$ cat src/hdl/ftfm_pkg.sv
// ----------------------------------------------------------------------------
// ftfm_pkg
// Shared constants and types for the first-touch feature mask block.
// ----------------------------------------------------------------------------
package ftfm_pkg;

  localparam int SLOTS        = 3;
  localparam int VIDX_W       = 16;
  localparam int EIDX_W       = 17;
  localparam int MASK_W       = 6;
  localparam int ROW_BITS     = 6;
  localparam int ROW_W        = 1 << ROW_BITS;
  localparam int IN_DATA_W    = 104;
  localparam int OUT_DATA_W   = 8;

  localparam int VERTEX_COUNT_DEF = 65536;
  localparam int EDGE_COUNT_DEF   = 131072;

  // mask bit of the first vertex slot and of the first edge slot
  localparam int VERTEX_SLOT_BIT = 0;
  localparam int EDGE_SLOT_BIT   = 3;

  // tuser command codes
  localparam logic CMD_TRIANGLE = 1'b0;
  localparam logic CMD_CLEAR    = 1'b1;

  // RAM strobes handed from the sequencer to a group of lanes
  typedef struct packed {
    logic rd_en;
    logic wr_en;
  } ftfm_ram_ctl_t;

endpackage

$ cat src/hdl/ftfm_merge.sv
// ----------------------------------------------------------------------------
// ftfm_merge
// Combines the lanes of one group: resolves repeats within the triangle and
// builds the updated row for each slot.
// ----------------------------------------------------------------------------
module ftfm_merge import ftfm_pkg::*; #(
  parameter int AW = 10
) (
  input  logic [SLOTS-1:0]                in_range,
  input  logic [SLOTS-1:0]                owned,
  input  logic [SLOTS-1:0][AW-1:0]        row,
  input  logic [SLOTS-1:0][ROW_BITS-1:0]  bit_sel,
  input  logic [SLOTS-1:0][ROW_W-1:0]     rd_data,
  output logic [SLOTS-1:0]                claim,
  output logic [SLOTS-1:0][ROW_W-1:0]     new_row
);

  always_comb begin
    logic dup;
    for (int k = 0; k < SLOTS; k++) begin
      dup = 1'b0;
      // an earlier slot naming the same feature takes it first
      for (int j = 0; j < k; j++) begin
        if (in_range[j] && row[j] == row[k] && bit_sel[j] == bit_sel[k]) begin
          dup = 1'b1;
        end
      end
      claim[k] = in_range[k] && !owned[k] && !dup;
    end
    // fold every claim that lands in the same row, so repeated row writes agree
    for (int k = 0; k < SLOTS; k++) begin
      new_row[k] = rd_data[k];
      for (int j = 0; j < SLOTS; j++) begin
        if (claim[j] && row[j] == row[k]) begin
          new_row[k][bit_sel[j]] = 1'b1;
        end
      end
    end
  end

endmodule
$ cat config.mk
export PLATFORM = sky130hd
export DESIGN_NAME = ftfm_merge
export DESIGN_NICKNAME = d
export VERILOG_FILES = /design/src/hdl/ftfm_pkg.sv /design/src/hdl/ftfm_merge.sv
export SDC_FILE = /design/constraint.sdc
export NUM_CORES = 1
export LEC_CHECK = 0
export BUFFER_PORTS_ARGS = -buffer_cell sky130_fd_sc_hd__buf_4
export CAP_MARGIN = 20
export CORE_AREA = 10 10 162 164
export DETAILED_ROUTE_END_ITERATION = 10
export DIE_AREA = 0 0 172 174
export PLACE_DENSITY = 0.54
export SLEW_MARGIN = 10
export SYNTH_ARGS = -nofsm -noshare
export SYNTH_HDL_FRONTEND = slang
export SYNTH_SLANG_ARGS = --single-unit
$ cat constraint.sdc
create_clock -name vclk -period 3.9
set_clock_uncertainty 0.15 [all_clocks]
set_input_delay 0.195 -clock vclk [all_inputs]
set_output_delay 0.195 -clock vclk [all_outputs]
set_load 0.02 [all_outputs]
==> summary.txt <==
Status
  • Outcome: completed

Cells and area
  • Fin cells: ~1600
  • Sequential Area: 0 µm²
  • Share of layout cells above drive strength 1: 0.3803
  • Fill cells: 2605
  • Most frequent cells in the layout: buf_4 (478), nand2_1 (145), nor2_1 (132)
  • Synth-to-layout area growth: 63.19%
  • Layout clock buffers: 0
  • Nets: 1589
  • Area of the multi-input gates: 0.005177 mm²
  • Flip-flop and latch count: 0
  • Commonest non-fill, non-tap cell in the layout: buf_4

Yosys
  • Post-synth top area share: 0.1123
  • Distinct cells, synth: just over 40
  • Area contributors post-synth: o221ai_1 (11%), a21oi_1 (11%), nand2_1 (9.7%), o211ai_1 (9.2%), o21ai_0 (9.2%)
  • Seq/Total Area, Yosys: 0
  • Synth Cell Area: ~0.0056 mm²
  • Post-Synthesis Cells: 974
  • Synth Area per Inst: 5.765 µm²
  • Synth warnings: 0
  • Syn Nets: 1220
  • Synth area leader: o221ai_1

Route
  • Post-Route WL: 50770 µm
  • Routed len/inst: a little over 30 µm
  • Vias/cell: 6.307
  • Antenna viol nets, final: 0
  • Via count: ~10000
  • DR iter-0 viols: between 1000 and 1500
  • DRC viols: 0
  • DRT Pass-1 Iters: 5

Floorplan
  • # IOs: between 400 and 500
  • Row count: 56
  • CORE AREA: 0.02312 mm²
  • Starting density of the core: 0.2429
  • Die height: 174 µm
  • Full die area: 0.02993 mm²
  • Die Wd: 172 µm

Clock network
  • CTS Hold Buffers Added: 0
  • Post_cts resized: 0
  • Post CTS Setup Buffer Count: 0

Pwr
  • Power per cell area: approximately 100 mW/mm²
  • VDD IR max: between 0.00005 and 0.00006 V
  • Leakage power: 0.003412 µW
  • Total power: 938.1 µW

Run
  • Max Cap Viol: 0

Critical path
  • CP max-delay cell: nor4_1
  • Crit path arrival time: 2.61 ns
  • Crit Path Category: in -> out
  • Nature of the critical path startpoint: input pin
  • Critical path's largest stage delay: about 0.92 ns
  • Critical-path cell list: buf_4, nand2b_1, inv_1, nand4b_1, buf_4, nor4_1, a21oi_1, o211ai_1, buf_4
  • CP endpoint kind: output port
  • Cell repeated most along the worst path: buf_4
  • WP data required: 3.56 ns
  • Worst-path fanout max: 13

STA
  • Setup TNS: 0 ns
  • Slew @ Worst Pin: 1.206 ns
  • Final hold vios: 0
  • Slew margin rel.: 0.1883
  • Max-slew violation count: 0
  • Hold WS: about 0.54 ns
  • Max Fclk: between 300 and 400 MHz
  • Final setup violation count: 0
  • Final Critical Period: 2.958 ns
  • Unrepaired setup endpoints after global routing: no
  • Fin crit share: 0.7584

Global routing
  • Initial antenna violation count: 3
  • Vias in the first global route: 10240
  • First-pass GRT wire length: just over 70000 µm
  • GRT Resource Usage Total: 0.3148
  • Grt ovf: 0
  • Largest net degree at the start of global routing: 66

Placed design
  • GP Congestion: 0.9409
  • Dpl cells: 1631
  • I/O Buffers: 441
  • Dpl hpwl: a little under 40000 µm

Worst hold path
  • Worst hold path type: in -> out
[power by group]
group          internal [µW]  total [µW]  switching, µW  leakage [µW]
Sequential                 0           0              0             0
Clock              0.0000710   0.0000710              0  0.0000000219
Combinational            411         938            527       0.00341
Total                    411         938            527       0.00341
[through the flow]
stage | setup slack [ns] | utilization | instance area (µm²)
final | 0.9424 | 0.3963 | 9164
after floorplan | 1.540 | - | 5615
after global placement | 1.075 | 0.3960 | 9156
after CTS | 1.106 | 0.3960 | 9156
after detailed placement | 1.124 | 0.3960 | 9156
after global routing | 0.8222 | 0.3962 | 9161
[worst max-delay path, delay by kind of cell]
family / cells / cell delay [ns]
AND/OR/NAND/NOR: 3 / 1.23
buffers and inverters: 4 / 0.83
AO/OA/AOI/OAI: 2 / 0.33
[layer usage]
metal  global-route usage  up-vias  wire [µm]
met4               0.1128        0       2355
met1               0.3908     4947      19420
met3              0.07635      127       5808
met5                    0        -          0
met2               0.5131      753      23180
li1                     -     4479          -
[final cells by class]
cell class,count,share of cell area
Antenna cell,3,0.0008192
Multi-Input combinational cell,860,0.5650
Timing Repair Buffer,479,0.3938
Tap cell,290,0.03960
Inverter,2,0.0008192
[Yosys cell counts (16+ instances only)]
library cell  count
a21oi_1         123
a311oi_1         47
buf_1            18
buf_2            22
clkbuf_1         61
nand2_1         145
nor2_1          132
nor3b_1          16
o211ai_1         69
o21ai_0         103
o221ai_1         72
xor2_1           33
[cell families after synthesis]
family,Yosys count,synth area share
XOR/XNOR,48,0.07487
AO/OA/AOI/OAI,441,0.5332
AND/OR/NAND/NOR,371,0.3006
buffers and inverters,114,0.09136
[final timing paths]
check	cells after the start	slack [ns]	from	to
max	9	0.94	owned[0]	new_row[69]
min	4	0.54	rd_data[190]	new_row[190]
(Power assumes the default switching activity.)
